<file path="config.mk">
export PLATFORM = sky130hd
export DESIGN_NAME = ptt_transmit_sequencer_top
export DESIGN_NICKNAME = d
export VERILOG_FILES = /design/src/hw/rtl/ptt_pkg.sv /design/src/hw/rtl/ptt_front.sv /design/src/hw/rtl/ptt_queue.sv /design/src/hw/rtl/ptt_back.sv /design/src/hw/rtl/ptt_transmit_sequencer_top.sv
export SDC_FILE = /design/constraint.sdc
export NUM_CORES = 1
export LEC_CHECK = 0
export BUFFER_PORTS_ARGS = -buffer_cell sky130_fd_sc_hd__buf_4
export CORE_UTILIZATION = 40
export CTS_CLUSTER_SIZE = 12
export DETAILED_ROUTE_END_ITERATION = 12
export SETUP_SLACK_MARGIN = 0.15
export SKIP_LAST_GASP = 1
export SYNTH_ARGS = -nofsm -noshare
export SYNTH_HDL_FRONTEND = slang
export SYNTH_SLANG_ARGS = --single-unit
</file>
<file path="constraint.sdc">
create_clock -name clk -period 3.43 [get_ports clk]
set_clock_uncertainty 0.15 [all_clocks]
set_input_delay 0.343 -clock clk [delete_from_list [all_inputs] [get_ports clk]]
set_output_delay 0.343 -clock clk [all_outputs]
set_load 0.005 [all_outputs]
</file>
<file path="src/hw/rtl/ptt_pkg.sv">
// ----------------------------------------------------------------------------
// ptt_pkg
// Shared types, codes and helpers for the PTT transmit sequencer.
// ----------------------------------------------------------------------------
package ptt_pkg;

  localparam int DELAY_SCALE = 10;
  localparam int CNT_W       = 12;
  localparam int NUM_LINES   = 4;
  localparam logic [CNT_W-1:0] CNT_MAX = {CNT_W{1'b1}};

  // commands
  localparam logic [2:0] CMD_FOOT_PRESS   = 3'd0;
  localparam logic [2:0] CMD_FOOT_RELEASE = 3'd1;
  localparam logic [2:0] CMD_RTS_ON       = 3'd2;
  localparam logic [2:0] CMD_RTS_OFF      = 3'd3;
  localparam logic [2:0] CMD_LOCK_ALL     = 3'd4;
  localparam logic [2:0] CMD_TICK         = 3'd5;

  // configuration register indexes
  localparam logic [2:0] REG_INPUT_ENABLES = 3'd0;
  localparam logic [2:0] REG_FOOT_MASK     = 3'd1;
  localparam logic [2:0] REG_COMP_MASK     = 3'd2;
  localparam logic [2:0] REG_FOOT_PRE      = 3'd3;
  localparam logic [2:0] REG_FOOT_POST     = 3'd4;
  localparam logic [2:0] REG_COMP_PRE      = 3'd5;
  localparam logic [2:0] REG_COMP_POST     = 3'd6;

  // line slots
  localparam int LN_TX    = 0;
  localparam int LN_AMP   = 1;
  localparam int LN_RADIO = 2;
  localparam int LN_INH   = 3;

  // pending actions
  localparam logic [1:0] ACT_NONE = 2'd0;
  localparam logic [1:0] ACT_ON   = 2'd1;
  localparam logic [1:0] ACT_OFF  = 2'd2;

  // operations handed from front to back
  localparam logic [1:0] OP_NONE  = 2'd0;
  localparam logic [1:0] OP_KEYUP = 2'd1;
  localparam logic [1:0] OP_KEYDN = 2'd2;
  localparam logic [1:0] OP_TICK  = 2'd3;

  typedef struct packed {
    logic [2:0] cmd;
    logic       send_allowed;
  } in_req_t;

  typedef struct packed {
    logic       tx_active;
    logic       amp_key;
    logic       radio_key;
    logic       inhibit_level;
    logic [1:0] sources_active;
  } out_res_t;

  typedef struct packed {
    logic [2:0]  input_enables;
    logic [2:0]  foot_mask;
    logic [2:0]  comp_mask;
    logic [23:0] foot_pre;
    logic [31:0] foot_post;
    logic [23:0] comp_pre;
    logic [31:0] comp_post;
  } cfg_t;

  typedef struct packed {
    logic [1:0]                      op;
    logic [NUM_LINES-1:0]            en;
    logic [NUM_LINES-1:0][CNT_W-1:0] ticks;
    logic [1:0]                      sources;
  } line_op_t;

  // delay byte times scale, saturated to the countdown range
  function automatic logic [CNT_W-1:0] delay_ticks(input logic [7:0] b);
    logic [15:0] p;
    p = 16'(b) * 16'(DELAY_SCALE);
    return (p > 16'(CNT_MAX)) ? CNT_MAX : p[CNT_W-1:0];
  endfunction

endpackage

</file>
<file path="src/hw/rtl/ptt_front.sv">
// ----------------------------------------------------------------------------
// ptt_front
// Classifies each request against the enables and source state, tracks the
// active sources and issues one line operation per request.
// ----------------------------------------------------------------------------
module ptt_front import ptt_pkg::*; (
  input  logic     clk,
  input  logic     rst_n,
  input  cfg_t     cfg,
  input  logic     req_take,
  input  in_req_t  req,
  output line_op_t op_out
);

  logic [1:0] src_r, src_nxt;
  logic       foot_en, comp_en;

  assign foot_en = cfg.input_enables[0];
  assign comp_en = cfg.input_enables[1];

  always_comb begin
    op_out         = '0;
    op_out.op      = OP_NONE;
    src_nxt        = src_r;
    case (req.cmd)
      CMD_FOOT_PRESS: begin
        if (foot_en && !src_r[1] && req.send_allowed) begin
          op_out.op               = OP_KEYUP;
          op_out.en               = {cfg.foot_mask[2], cfg.foot_mask[1],
                                     cfg.foot_mask[0], 1'b1};
          op_out.ticks[LN_AMP]    = delay_ticks(cfg.foot_pre[7:0]);
          op_out.ticks[LN_RADIO]  = delay_ticks(cfg.foot_pre[15:8]);
          op_out.ticks[LN_INH]    = delay_ticks(cfg.foot_pre[23:16]);
          src_nxt[0]              = 1'b1;
        end
      end
      CMD_RTS_ON: begin
        if (comp_en && !src_r[0] && req.send_allowed) begin
          op_out.op               = OP_KEYUP;
          op_out.en               = {cfg.comp_mask[2], cfg.comp_mask[1],
                                     cfg.comp_mask[0], 1'b1};
          op_out.ticks[LN_AMP]    = delay_ticks(cfg.comp_pre[7:0]);
          op_out.ticks[LN_RADIO]  = delay_ticks(cfg.comp_pre[15:8]);
          op_out.ticks[LN_INH]    = delay_ticks(cfg.comp_pre[23:16]);
          src_nxt[1]              = 1'b1;
        end
      end
      CMD_FOOT_RELEASE: begin
        if (foot_en) begin
          // blocked while the other source keys
          if (!comp_en || !src_r[1]) begin
            op_out.op              = OP_KEYDN;
            op_out.en              = '1;
            op_out.ticks[LN_RADIO] = delay_ticks(cfg.foot_post[7:0]);
            op_out.ticks[LN_AMP]   = delay_ticks(cfg.foot_post[15:8]);
            op_out.ticks[LN_TX]    = delay_ticks(cfg.foot_post[23:16]);
            op_out.ticks[LN_INH]   = delay_ticks(cfg.foot_post[31:24]);
          end
          src_nxt[0] = 1'b0;
        end
      end
      CMD_RTS_OFF: begin
        if (comp_en) begin
          if (!foot_en || !src_r[0]) begin
            op_out.op              = OP_KEYDN;
            op_out.en              = '1;
            op_out.ticks[LN_RADIO] = delay_ticks(cfg.comp_post[7:0]);
            op_out.ticks[LN_AMP]   = delay_ticks(cfg.comp_post[15:8]);
            op_out.ticks[LN_TX]    = delay_ticks(cfg.comp_post[23:16]);
            op_out.ticks[LN_INH]   = delay_ticks(cfg.comp_post[31:24]);
          end
          src_nxt[1] = 1'b0;
        end
      end
      CMD_LOCK_ALL: begin
        op_out.op              = OP_KEYDN;
        op_out.en              = '1;
        op_out.ticks[LN_RADIO] = delay_ticks(cfg.foot_post[7:0]);
        op_out.ticks[LN_AMP]   = delay_ticks(cfg.foot_post[15:8]);
        op_out.ticks[LN_TX]    = delay_ticks(cfg.foot_post[23:16]);
        op_out.ticks[LN_INH]   = delay_ticks(cfg.foot_post[31:24]);
        src_nxt                = 2'b00;
      end
      CMD_TICK: begin
        op_out.op = OP_TICK;
      end
      default: begin
        op_out.op = OP_NONE;
      end
    endcase
    op_out.sources = src_nxt;
  end

  always_ff @(posedge clk) begin
    if (!rst_n) begin
      src_r <= 2'b00;
    end else if (req_take) begin
      src_r <= src_nxt;
    end
  end

endmodule

</file>
<file path="src/hw/rtl/ptt_queue.sv">
// ----------------------------------------------------------------------------
// ptt_queue
// Two-entry queue of line operations between front and back.
// ----------------------------------------------------------------------------
module ptt_queue import ptt_pkg::*; (
  input  logic     clk,
  input  logic     rst_n,
  input  logic     push,
  input  line_op_t push_data,
  output logic     full,
  input  logic     pop,
  output logic     not_empty,
  output line_op_t head
);

  line_op_t   mem_r [2];
  logic       wr_ptr_r, wr_ptr_nxt;
  logic       rd_ptr_r, rd_ptr_nxt;
  logic [1:0] count_r, count_nxt;

  assign full      = (count_r == 2'd2);
  assign not_empty = (count_r != 2'd0);
  assign head      = mem_r[rd_ptr_r];

  always_comb begin
    wr_ptr_nxt = push ? ~wr_ptr_r : wr_ptr_r;
    rd_ptr_nxt = pop  ? ~rd_ptr_r : rd_ptr_r;
    count_nxt  = count_r + 2'(push) - 2'(pop);
  end

  always_ff @(posedge clk) begin
    if (push) begin
      mem_r[wr_ptr_r] <= push_data;
    end
  end

  always_ff @(posedge clk) begin
    if (!rst_n) begin
      wr_ptr_r <= 1'b0;
      rd_ptr_r <= 1'b0;
      count_r  <= 2'd0;
    end else begin
      wr_ptr_r <= wr_ptr_nxt;
      rd_ptr_r <= rd_ptr_nxt;
      count_r  <= count_nxt;
    end
  end

endmodule

</file>
<file path="src/hw/rtl/ptt_back.sv">
// ----------------------------------------------------------------------------
// ptt_back
// Four line slots with one pending action each; applies line operations and
// holds the result register.
// ----------------------------------------------------------------------------
module ptt_back import ptt_pkg::*; (
  input  logic     clk,
  input  logic     rst_n,
  input  logic     polarity,
  input  logic     op_valid,
  input  line_op_t op_in,
  output logic     op_take,
  output logic     out_valid,
  input  logic     out_stall,
  output out_res_t out_data
);

  logic [NUM_LINES-1:0]            asserted_r, asserted_nxt;
  logic [NUM_LINES-1:0][1:0]       act_r, act_nxt;
  logic [NUM_LINES-1:0][CNT_W-1:0] cnt_r, cnt_nxt;
  logic                            out_valid_r, out_valid_nxt;
  out_res_t                        out_data_r;

  assign op_take   = op_valid && (!out_valid_r || !out_stall);
  assign out_valid = out_valid_r;
  assign out_data  = out_data_r;

  always_comb begin
    asserted_nxt = asserted_r;
    act_nxt      = act_r;
    cnt_nxt      = cnt_r;
    for (int i = 0; i < NUM_LINES; i++) begin
      case (op_in.op)
        OP_KEYUP: begin
          if (op_in.en[i]) begin
            if (op_in.ticks[i] == '0) begin
              asserted_nxt[i] = 1'b1;
              act_nxt[i]      = ACT_NONE;
              cnt_nxt[i]      = '0;
            end else begin
              act_nxt[i] = ACT_ON;
              cnt_nxt[i] = op_in.ticks[i];
            end
          end
        end
        OP_KEYDN: begin
          if (op_in.en[i]) begin
            // a release cancels a pending key-up
            if (act_r[i] == ACT_ON) begin
              act_nxt[i] = ACT_NONE;
              cnt_nxt[i] = '0;
            end else if (op_in.ticks[i] == '0) begin
              asserted_nxt[i] = 1'b0;
              act_nxt[i]      = ACT_NONE;
              cnt_nxt[i]      = '0;
            end else begin
              act_nxt[i] = ACT_OFF;
              cnt_nxt[i] = op_in.ticks[i];
            end
          end
        end
        OP_TICK: begin
          if (act_r[i] != ACT_ON && act_r[i] != ACT_OFF) begin
            act_nxt[i] = ACT_NONE;
          end else begin
            if (cnt_r[i] != '0) begin
              cnt_nxt[i] = cnt_r[i] - 1'b1;
            end
            if (cnt_r[i] <= CNT_W'(1)) begin
              asserted_nxt[i] = (act_r[i] == ACT_ON);
              act_nxt[i]      = ACT_NONE;
            end
          end
        end
        default: begin
        end
      endcase
    end
    if (op_take) begin
      out_valid_nxt = 1'b1;
    end else if (out_stall) begin
      out_valid_nxt = out_valid_r;
    end else begin
      out_valid_nxt = 1'b0;
    end
  end

  always_ff @(posedge clk) begin
    if (!rst_n) begin
      asserted_r  <= '0;
      act_r       <= '0;
      cnt_r       <= '0;
      out_valid_r <= 1'b0;
    end else begin
      out_valid_r <= out_valid_nxt;
      if (op_take) begin
        asserted_r <= asserted_nxt;
        act_r      <= act_nxt;
        cnt_r      <= cnt_nxt;
      end
    end
  end

  always_ff @(posedge clk) begin
    if (op_take) begin
      out_data_r.tx_active      <= asserted_nxt[LN_TX];
      out_data_r.amp_key        <= asserted_nxt[LN_AMP];
      out_data_r.radio_key      <= asserted_nxt[LN_RADIO];
      out_data_r.inhibit_level  <= asserted_nxt[LN_INH] ? polarity : ~polarity;
      out_data_r.sources_active <= op_in.sources;
    end
  end

endmodule

</file>
<file path="src/hw/rtl/ptt_transmit_sequencer_top.sv">
// ----------------------------------------------------------------------------
// ptt_transmit_sequencer_top
// PTT transmit sequencer: keys tx-active, amplifier, radio and inhibit lines
// with per-line pre- and post-delays counted in 1 ms ticks.
// ----------------------------------------------------------------------------
// Usage:
//   in_*  : one request per event (foot press/release, rts on/off, lock all,
//           tick) with the send-allowed flag; taken when in_valid && !in_stall.
//   out_* : one result per request, the line levels and active sources after
//           that request; taken when out_valid && !out_stall.
//   cfg_* : register writes by index, applied on the edge cfg_we is high;
//           write only while no request is in flight.
// Requests are queued and results registered; one request per cycle is
// sustained while out_stall is low, set by the back-end line-slot update.
// A two-entry queue separates classification from the line slots, so the
// input keeps taking requests while a result waits; with out_stall held the
// queue fills and in_stall rises after two further requests.
// Reset clears the configuration, queue pointers, sources and pending
// actions, and releases every line.
// ----------------------------------------------------------------------------
module ptt_transmit_sequencer_top import ptt_pkg::*; (
  input  logic        clk,
  input  logic        rst_n,
  input  logic        in_valid,
  output logic        in_stall,
  input  in_req_t     in_data,
  output logic        out_valid,
  input  logic        out_stall,
  output out_res_t    out_data,
  input  logic        cfg_we,
  input  logic [2:0]  cfg_index,
  input  logic [31:0] cfg_wdata
);

  cfg_t     cfg_r;
  line_op_t front_op;
  line_op_t q_head;
  logic     q_full;
  logic     q_not_empty;
  logic     q_pop;
  logic     in_take;

  assign in_stall = q_full;
  assign in_take  = in_valid && !q_full;

  always_ff @(posedge clk) begin
    if (!rst_n) begin
      cfg_r <= '0;
    end else if (cfg_we) begin
      case (cfg_index)
        REG_INPUT_ENABLES: cfg_r.input_enables <= cfg_wdata[2:0];
        REG_FOOT_MASK:     cfg_r.foot_mask     <= cfg_wdata[2:0];
        REG_COMP_MASK:     cfg_r.comp_mask     <= cfg_wdata[2:0];
        REG_FOOT_PRE:      cfg_r.foot_pre      <= cfg_wdata[23:0];
        REG_FOOT_POST:     cfg_r.foot_post     <= cfg_wdata;
        REG_COMP_PRE:      cfg_r.comp_pre      <= cfg_wdata[23:0];
        REG_COMP_POST:     cfg_r.comp_post     <= cfg_wdata;
        default: begin
        end
      endcase
    end
  end

  ptt_front u_front (
    .clk      (clk),
    .rst_n    (rst_n),
    .cfg      (cfg_r),
    .req_take (in_take),
    .req      (in_data),
    .op_out   (front_op)
  );

  ptt_queue u_queue (
    .clk       (clk),
    .rst_n     (rst_n),
    .push      (in_take),
    .push_data (front_op),
    .full      (q_full),
    .pop       (q_pop),
    .not_empty (q_not_empty),
    .head      (q_head)
  );

  ptt_back u_back (
    .clk       (clk),
    .rst_n     (rst_n),
    .polarity  (cfg_r.input_enables[2]),
    .op_valid  (q_not_empty),
    .op_in     (q_head),
    .op_take   (q_pop),
    .out_valid (out_valid),
    .out_stall (out_stall),
    .out_data  (out_data)
  );

endmodule

</file>
# After elaboration in Yosys (flattened, before gate mapping)
# Memory sizes are Yosys's and may differ from the RTL's. A register that Yosys moved wholly into a read port is not among the register bits.
# Cells that the tools add are included.
dict set report totals {
  latchBits 0
  ram_bits 112
  memories 1
  mem_bits_ro 0
  register_bits 194
  out_inout_bits 8
}
dict set report op_classes {
  n_addsub 6
  mul 14
  n_bitwise 3
  magnitude_cmp 4
  n_div 0
  n_reduce_logical 47
  n_mux 114
  n_eq_ne 48
  shift 0
}
# memory words word_bits read_ports rd_ports_with_merged_regs write_ports line
set mem_list {}
lappend mem_list {u_queue.mem_r 2 56 1 1 1 ptt_queue.sv:16} ;# line_op_t mem_r [2];
# cell count
set ops {}
lappend ops {{2-to-1 mux 12 bit} 24}
lappend ops {{2-to-1 mux 54 bit} 4}
lappend ops {{one-hot mux 40 bit (5 select lines)} 1}
lappend ops {{one-hot mux 12 bit (3 select lines)} 5}
lappend ops {{multiplier 8 x 3 -> 11 bit (second input constant)} 14}
lappend ops {{2-to-1 mux 41 bit} 2}
lappend ops {{less-or-equal comparator 12 x 1 -> 1 bit (second input constant)} 4}
lappend ops {{logical NOT 12 bit} 4}
lappend ops {{2-to-1 mux 2 bit} 24}
lappend ops {{nonzero test 12 bit} 4}
lappend ops {{subtractor 12 x 1 -> 12 bit (second input constant)} 4}
lappend ops {{2-to-1 mux 1 bit} 43}
lappend ops {{inequality test 2 bit (second input constant)} 16}
lappend ops {{one-hot mux 2 bit (3 select lines)} 4}
lappend ops {{AND reduction 6 bit} 4}
lappend ops {{AND reduction 5 bit} 4}
lappend ops {{inequality test 2 x 1 -> 1 bit (second input constant)} 9}
lappend ops {{one-hot mux 1 bit (3 select lines)} 6}
lappend ops {{== test 3 bit (second input constant)} 5}
lappend ops {{AND reduction 2 bit} 7}
lappend ops {{== test 3 x 2 -> 1 bit (second input constant)} 4}
lappend ops {{inequality test 3 x 1 -> 1 bit (second input constant)} 4}
lappend ops {{one-hot mux 2 bit (6 select lines)} 1}
lappend ops {{== test 2 x 1 -> 1 bit (second input constant)} 5}
lappend ops {{other kinds (11)} 34}

# Logic depth before layout (Yosys ltp)
# Gate-level depths: netlist of run 1.
dict set report depth {
  depth_word 6
  ltp_mapped 10
}

# By module
# Synthesis of run 1 repeated with hierarchy kept, for this count alone.
dict set report hier_totals {
  cells_unflattened 1852
  area_unflattened_um2 18794.3
}
# mod instances cells_per_inst area_each_um2
set modules_own_cells {}
lappend modules_own_cells {ptt_front 1 664 5516.5}
lappend modules_own_cells {ptt_transmit_sequencer_top 1 433 4464.3}
lappend modules_own_cells {ptt_queue 1 195 4433.0}
lappend modules_own_cells {ptt_back 1 560 4380.5}

# Worst setup path after synthesis of run 1
# No wires, ideal clock.
dict set report synth_path {
  path_kind {register to register}
  start {register u_queue.count_r[1]}
  end {memory u_queue.mem_r[0][0] (netlist bit), enable pin}
  arrival_time_ps 2861
  period_less_slack_ps 3474
  setup_ps 463
  path_buffers 0
  path_stages_with_launch 4
  slack_ps -44
  required_ps 2817
  cell_sequence {dfxtp_1 > nor2b_1 > nand2b_1 > nor2_1}
}
dict set report synth_via {
  elab_chain_cells 5
}
# item line
set synth_rtl {}
lappend synth_rtl {{start: declaration} ptt_queue.sv:19} ;# logic [1:0] count_r, count_nxt;
lappend synth_rtl {{start signal: assignment} ptt_queue.sv:45} ;# count_r <= count_nxt;
lappend synth_rtl {{== test 2 bit} ptt_queue.sv:21} ;# assign full = (count_r == 2'd2);
lappend synth_rtl {{named net in_stall} ptt_transmit_sequencer_top.sv:25} ;# output logic in_stall,
lappend synth_rtl {{logical NOT 1 bit} ptt_transmit_sequencer_top.sv:44} ;# assign in_take = in_valid && !q_full;
lappend synth_rtl {{logical AND 1 bit} ptt_transmit_sequencer_top.sv:44}
lappend synth_rtl {{2-to-1 mux 1 bit} ptt_queue.sv:32} ;# if (push) begin
lappend synth_rtl {{2-to-1 mux 1 bit (implied by the code)} ptt_queue.sv:33} ;# mem_r[wr_ptr_r] <= push_data;
lappend synth_rtl {{end: declaration} ptt_queue.sv:16}
# The timed path passes the listed nets, and every way through them passes these cells.

==> flow_summary.ini, run 1 <==
[detailed_routing]
route.detailed.drc = 0
detailed_route_wire_length_um = 46300
route.detailed.vias_per_inst = 5.60
via_count = 14371
drtIter0Drc = 1115
route.detailed.wl_per_inst_um = 18.0
postRouteAntennaNets = 0
length_of_the_first_detailed_routing_pass_in_iterations = 7

[cells_and_area]
mostFrequentLayoutCell = nand2_1
final_nets = 2196
antennaDiodeCount = 0
fraction_of_layout_instances_using_a_drive_strength_above_1_pct = 9.59
layout_common_cells = nand2_1, a21oi_1, dfxtp_1, ha_1, edfxtp_1
synthesis_to_layout_area_growth_pct = 14.6
number_of_inserted_filler_cells_in_the_final_layout = 4093

[setup_path]
critical-path-slowest-cell = dfxtp_4
start_kind = flop
cp-end-kind = flop
path_max_fanout = 46
worst_ep_arrival_time_ns = 3.18
crit_chain = nand3_1 > nand2_1 > o21ai_0 > nor2_1 > nand2_1 > o21ai_0
worst-setup-path-type = flop to flop
worst_path_largest_cell_delay_ns = 0.77
worst-endpoint-required_ns = 3.72

[logic_synthesis]
synth_top_area_share_pct = 21.6
post_synthesis_cell_type_with_the_largest_combined_area = dfxtp_1
synthesis.area_um2 = 17500
async_flop_share_pct = 0
sequential_area_share_after_synthesis_pct = 40.4
synth.area.top_cells = dfxtp_1, edfxtp_1, ha_1, nand2_1, a21oi_1
yosys_most_used_dff = dfxtp_1
ys.warnings.count = 0
total_of_flip_flops_plus_latches_after_synthesis = 299
synth_enable_flop_cells = 110
syn_area_per_cell_um2 = 9.25
synth.lib_cells_used.distinct = 83
netlist_instances = 1894
syn_nets = 2134

[worst_hold_path]
worstHoldPathType = input pin to flop

[grt]
global_route_wire_length_before_repair_um = 73800
first_global_vias = 13807
initial_antenna_violation_count = 0
groute.usage.overall_pct = 20.8
largest_net_degree_at_the_start_of_global_routing = 57
grt_overflow_total = 0

[sta]
fin_setup_tns_ns = 0
fmaxAchievable_ghz = 0.347
final-max-slew-violation-count = 0
timing.max_slew.rel_slack_pct = 28.1
final_period_minus_worst_setup_slack_ns = 2.89
final_min_period_over_clock_period_pct = 84.1
setup-violations-final = 0
rsz_0062_raised_after_global_routing = false
hold_violations = 0
final.setup.worst_slack_ns = 0.544
worst_slew_pin_slew_ns = 1.07

[cts]
clockRootBuffer = clkbuf_16
cts_buffer_depth = 3
cts_tree = built
clk_latency_worst_skew_pair_ns = 0.52
numClockSinks = 299
htreeDepth = 2
tritoncts.num_buffers = 36
clkSlewWorstSetupHoldPaths_ns = 0.06

[placed_design]
dpl_worst_slack_ns = 0.571
gpl.final_weighted_congestion = 0.887
port_buffers = 51
post-dp-hpwl_um = 33400

[floorplanning]
core_area_um2 = 43200
num_io_pins = 52
die_x_um = 211
die_area_um2 = 44600
placement_rows = 76
die_h_um = 211
starting_utilization_of_the_core_area_pct = 40.6

[pwr]
power_per_cell_area_nw_per_um2 = 582
power.leakage_nw = 8.32
vdd_drop_max_mv = 0.319

[flow_run]
maxCapViolations = 0

[outcome]
outcome = finished, final reports clean
[power breakdown]
| part | internal (mW) | leakage (nW) | switching, mW |
|---|---|---|---|
| Clock | 2.41 | 0.598 | 1.50 |
| Sequential | 4.15 | 2.59 | 0.396 |
| Combinational | 1.29 | 5.14 | 1.95 |
| Total | 7.85 | 8.32 | 3.85 |
[sequential cells by signal (all words and copies together), names as in the netlist, named ones only]
register and count:
cfg_r 121, u_queue.mem_r 104, u_back.cnt_r 48, u_back.act_r 8, u_back.out_data 6, u_back.asserted_r 4
u_front.src_r 2, u_queue.count_r 2, u_back.out_valid 1, u_queue.rd_ptr_r 1, u_queue.wr_ptr_r 1
[logic make-up after synthesis]
logic type / synth area share (%)
AND/OR/NAND/NOR: 14.9
AO/OA/AOI/OAI: 18.8
flip-flops: 40.4
adder cells (fa/ha/maj): 14.7
buffers and inverters: 3.20
XOR/XNOR: 3.65
multiplexers: 4.33
[critical path: cells and delay by family, from the launching register on]
kind | cells | cell delay, ns
AO/OA/AOI/OAI | 2 | 0.47
flip-flops | 1 | 0.77
AND/OR/NAND/NOR | 4 | 1.39
[cells in the mapped netlist, drive strengths merged (26+ instances only)]
library cell	instances
nand2	339
a21oi	230
dfxtp	189
ha	182
edfxtp	110
nor2	99
o21ai	87
clkbuf	67
mux2i	56
inv	48
xnor2	47
a21o	34
o22ai	34
nor3	30
nor4	27
xor2	26
[stage by stage]
stage	instances	util (%)	hold slack, ns	power, mW	cell area (um^2)
final	2567	46.5	0.0915	11.7	20100
after global routing	2567	46.5	0.0849	12.3	20100
after CTS	2567	46.5	0.0695	11.8	20100
after detailed placement	2470	42.9	0.295	7.79	18500
after global placement	2470	42.9	0.290	7.73	18500
after floorplan	1894	-	0.282	6.86	17500
[layer usage]
metal	track usage, %	share of wire, %	wire length [um]	up-vias
met4	5.75	2.2	1010	0
met1	28.3	46	21300	6870
met5	0	0	0	-
met2	34.6	47	21700	401
li1	-	-	-	7048
met3	2.51	5.1	2350	52
[area by class of cell]
type / count / area, um^2 / area share [%]
multi-input combinational: 1459 / 9910 / 49.3
timing repair buffer: 112 / 948 / 4.72
clock buffer: 51 / 1070 / 5.34
tap: 585 / 732 / 3.64
inverter: 48 / 183 / 0.909
sequential: 299 / 7090 / 35.3
clock inverter: 13 / 148 / 0.735
[final timing paths]
check,cells past startpoint,endpoint,slack [ns],start
worst min register to register,2,u_back.act_r[1],0.30,u_back.act_r[1]
worst max register to register,6,u_back.cnt_r[40],0.54,flop
worst min-delay path,2,u_back.cnt_r[19],0.09,rst_n
worst max-delay path,6,u_back.cnt_r[40],0.54,flop
[repair_timing]
item                                   in CTS  in global routing
endpoints found under the hold margin     114                  0
buffers inserted                            0                  0
setup endpoints to repair                   0                  0
gates resized for setup                     0                  0
hold buffers                               33                  0
Power figures use the tool's default switching activity.
==> run 2: changes to the inputs <==
Clock period 3.43 ns to 2.32 ns, I/O delays scaled along.
==> flow_summary.ini, run 2 (synthesis gave the netlist of run 1 again) <==
[cells_and_area]
top_register = cfg_r
flip_flop_count_of_the_largest_register_all_copies_and_words_added = 121
antennaDiodeCount = 0
layout_common_cells = nand2_1, buf_4, a21oi_1, dfxtp_1, edfxtp_1
mostFrequentLayoutCell = nand2_1
synthesis_to_layout_area_growth_pct = 37.7
fraction_of_layout_instances_using_a_drive_strength_above_1_pct = 33.1
reg.largest.list = cfg_r x121, u_queue.mem_r x104, u_back.cnt_r x48
final_nets = 2417

[floorplanning]
core_area_um2 = 43200
placement_rows = 76
die_area_um2 = 44600
num_io_pins = 52
die_h_um = 211
die_x_um = 211
starting_utilization_of_the_core_area_pct = 40.6

[sta]
final-max-slew-violation-count = 0
final_min_period_over_clock_period_pct = 106
fin_setup_tns_ns = -0.860
hold_violations = 0
worst_slew_pin_slew_ns = 0.799
timing.hold.ws_ns = 0.0986
final_period_minus_worst_setup_slack_ns = 2.45
timing.max_slew.rel_slack_pct = 46.7
final.setup.worst_slack_ns = -0.128
setup-violations-final = 18
fmaxAchievable_ghz = 0.408
rsz_0062_raised_after_global_routing = true

[grt]
initial_antenna_violation_count = 0
grt_overflow_total = 0
groute.usage.overall_pct = 22.7
global_route_wire_length_before_repair_um = 80100
first_global_vias = 15120
largest_net_degree_at_the_start_of_global_routing = 91

[detailed_routing]
length_of_the_first_detailed_routing_pass_in_iterations = 6
route.detailed.wl_per_inst_um = 18.4
drtIter0Drc = 1009
via_count = 15346
postRouteAntennaNets = 0
route.detailed.drc = 0
route.detailed.vias_per_inst = 5.50
detailed_route_wire_length_um = 51400

[worst_hold_path]
timing.hold.worst.start = in_data[1]
worstHoldPathType = input pin to flop
whs_path_depth = 3
hold_end = u_queue.mem_r[0][55]

[cts]
clk_latency_worst_skew_pair_ns = 0.52
cts_tree = built
numClockSinks = 299
htreeDepth = 2
clkSlewWorstSetupHoldPaths_ns = 0.06
cts_buffer_depth = 3
tritoncts.num_buffers = 36
clockRootBuffer = clkbuf_16

[setup_path]
regToRegStartpoint = cfg_r[83]
start_kind = flop
timing.reg2reg.setup_slack_ns = -0.13
worst-setup-path-type = flop to flop
reg2reg_to = u_queue.mem_r[0][48]
cp-end-kind = flop
path_max_fanout = 3
worst-endpoint-required_ns = 2.42
ff2ff_path_depth = 8
worst_ep_arrival_time_ns = 2.55

[pwr]
vdd_drop_max_mv = 0.592
power.leakage_nw = 9.48
power_per_cell_area_nw_per_um2 = 787

[flow_run]
maxCapViolations = 0

[placed_design]
port_buffers = 51
gpl.final_weighted_congestion = 0.860
post-dp-hpwl_um = 35800

[outcome]
outcome = complete, but fails checks
failed_checks = setup timing
-- run 2: changes by cell type in the layout (fill, tap and decap cells not counted), moves of 22 or more --
cell     previous run  this run
buf_6               0        30
dfxtp_2             0        41
o21ai_2             2        24
dfxtp_1           188       130
ha_1              182        97
ha_4                0        74
o21ai_0            78        35
a21oi_2             2        40
buf_4              77       249
a21oi_1           228       186
-- run 2: worst max path at each step --
stage | endpoint | slack [ns] | start | depth (start not counted)
floorplan | u_queue.mem_r[0][0] | -0.29 | u_queue.count_r[1] | 3
global placement | u_queue.mem_r[0][24] | -0.09 | cfg_r[91] | 10
detailed placement | u_back.cnt_r[40] | -0.18 | flop | 8
CTS | u_queue.mem_r[0][48] | -0.09 | cfg_r[51] | 9
global route | u_queue.mem_r[0][48] | -0.22 | cfg_r[51] | 9
finish | u_queue.mem_r[0][48] | -0.13 | cfg_r[83] | 8
-- run 2: power breakdown --
part           internal [mW]  switching, mW
Combinational           3.06           3.66
Clock                   3.40           2.20
Sequential              6.12          0.550
Total                   12.6           6.41
-- run 2: layer usage --
metal | wire, um | up-vias | global-route usage [%]
met5 | 0 | - | 0
met4 | 1140 | 0 | 6.35
met3 | 2370 | 77 | 2.75
met2 | 24900 | 414 | 38.6
met1 | 23000 | 7350 | 30.2
li1 | - | 7505 | -
-- run 2: metrics by stage --
stage | std cells | setup slack, ns | cell area, um^2 | power (mW) | utilization, %
after floorplan | 1894 | -0.292 | 18000 | 10.2 | -
after global placement | 2630 | -0.0939 | 20300 | 12.0 | 47.0
after detailed placement | 2630 | -0.180 | 20300 | 12.1 | 47.0
after CTS | 2762 | -0.0930 | 23000 | 18.3 | 53.3
after global routing | 2788 | -0.218 | 24100 | 20.0 | 55.9
final | 2788 | -0.128 | 24100 | 19.0 | 55.9
-- run 2: final cells by class --
cell class / instances / area [um^2]
multi-input cells: 1461 / 11900
flip-flops and latches: 299 / 7210
repair buffers: 331 / 2890
well taps: 585 / 732
fillers: 3759 / 19000
clock inverters: 18 / 159
inverters: 48 / 183
clock buffers: 46 / 1010
-- run 2: worst max-delay path, stage by stage, from the launching register on --
cell      delay [ns]
dfxtp_4         0.36
ha_4            0.25
ha_4            0.16
fa_2            0.34
a21o_1          0.18
a21oi_2         0.16
o21ai_1         0.11
xnor2_1         0.30
o221ai_2        0.17
-- run 2: timing repair --
| action | 4_1_cts | 5_1_grt |
|---|---|---|
| resized for setup | 168 | 179 |
| buffers inserted | 30 | 23 |
| pin swaps | 140 | 119 |
| hold buffers | 36 | 0 |
| setup endpoints to repair | 107 | 113 |
| endpoints found under the hold margin | 140 | 0 |
| cloned | 2 | 3 |
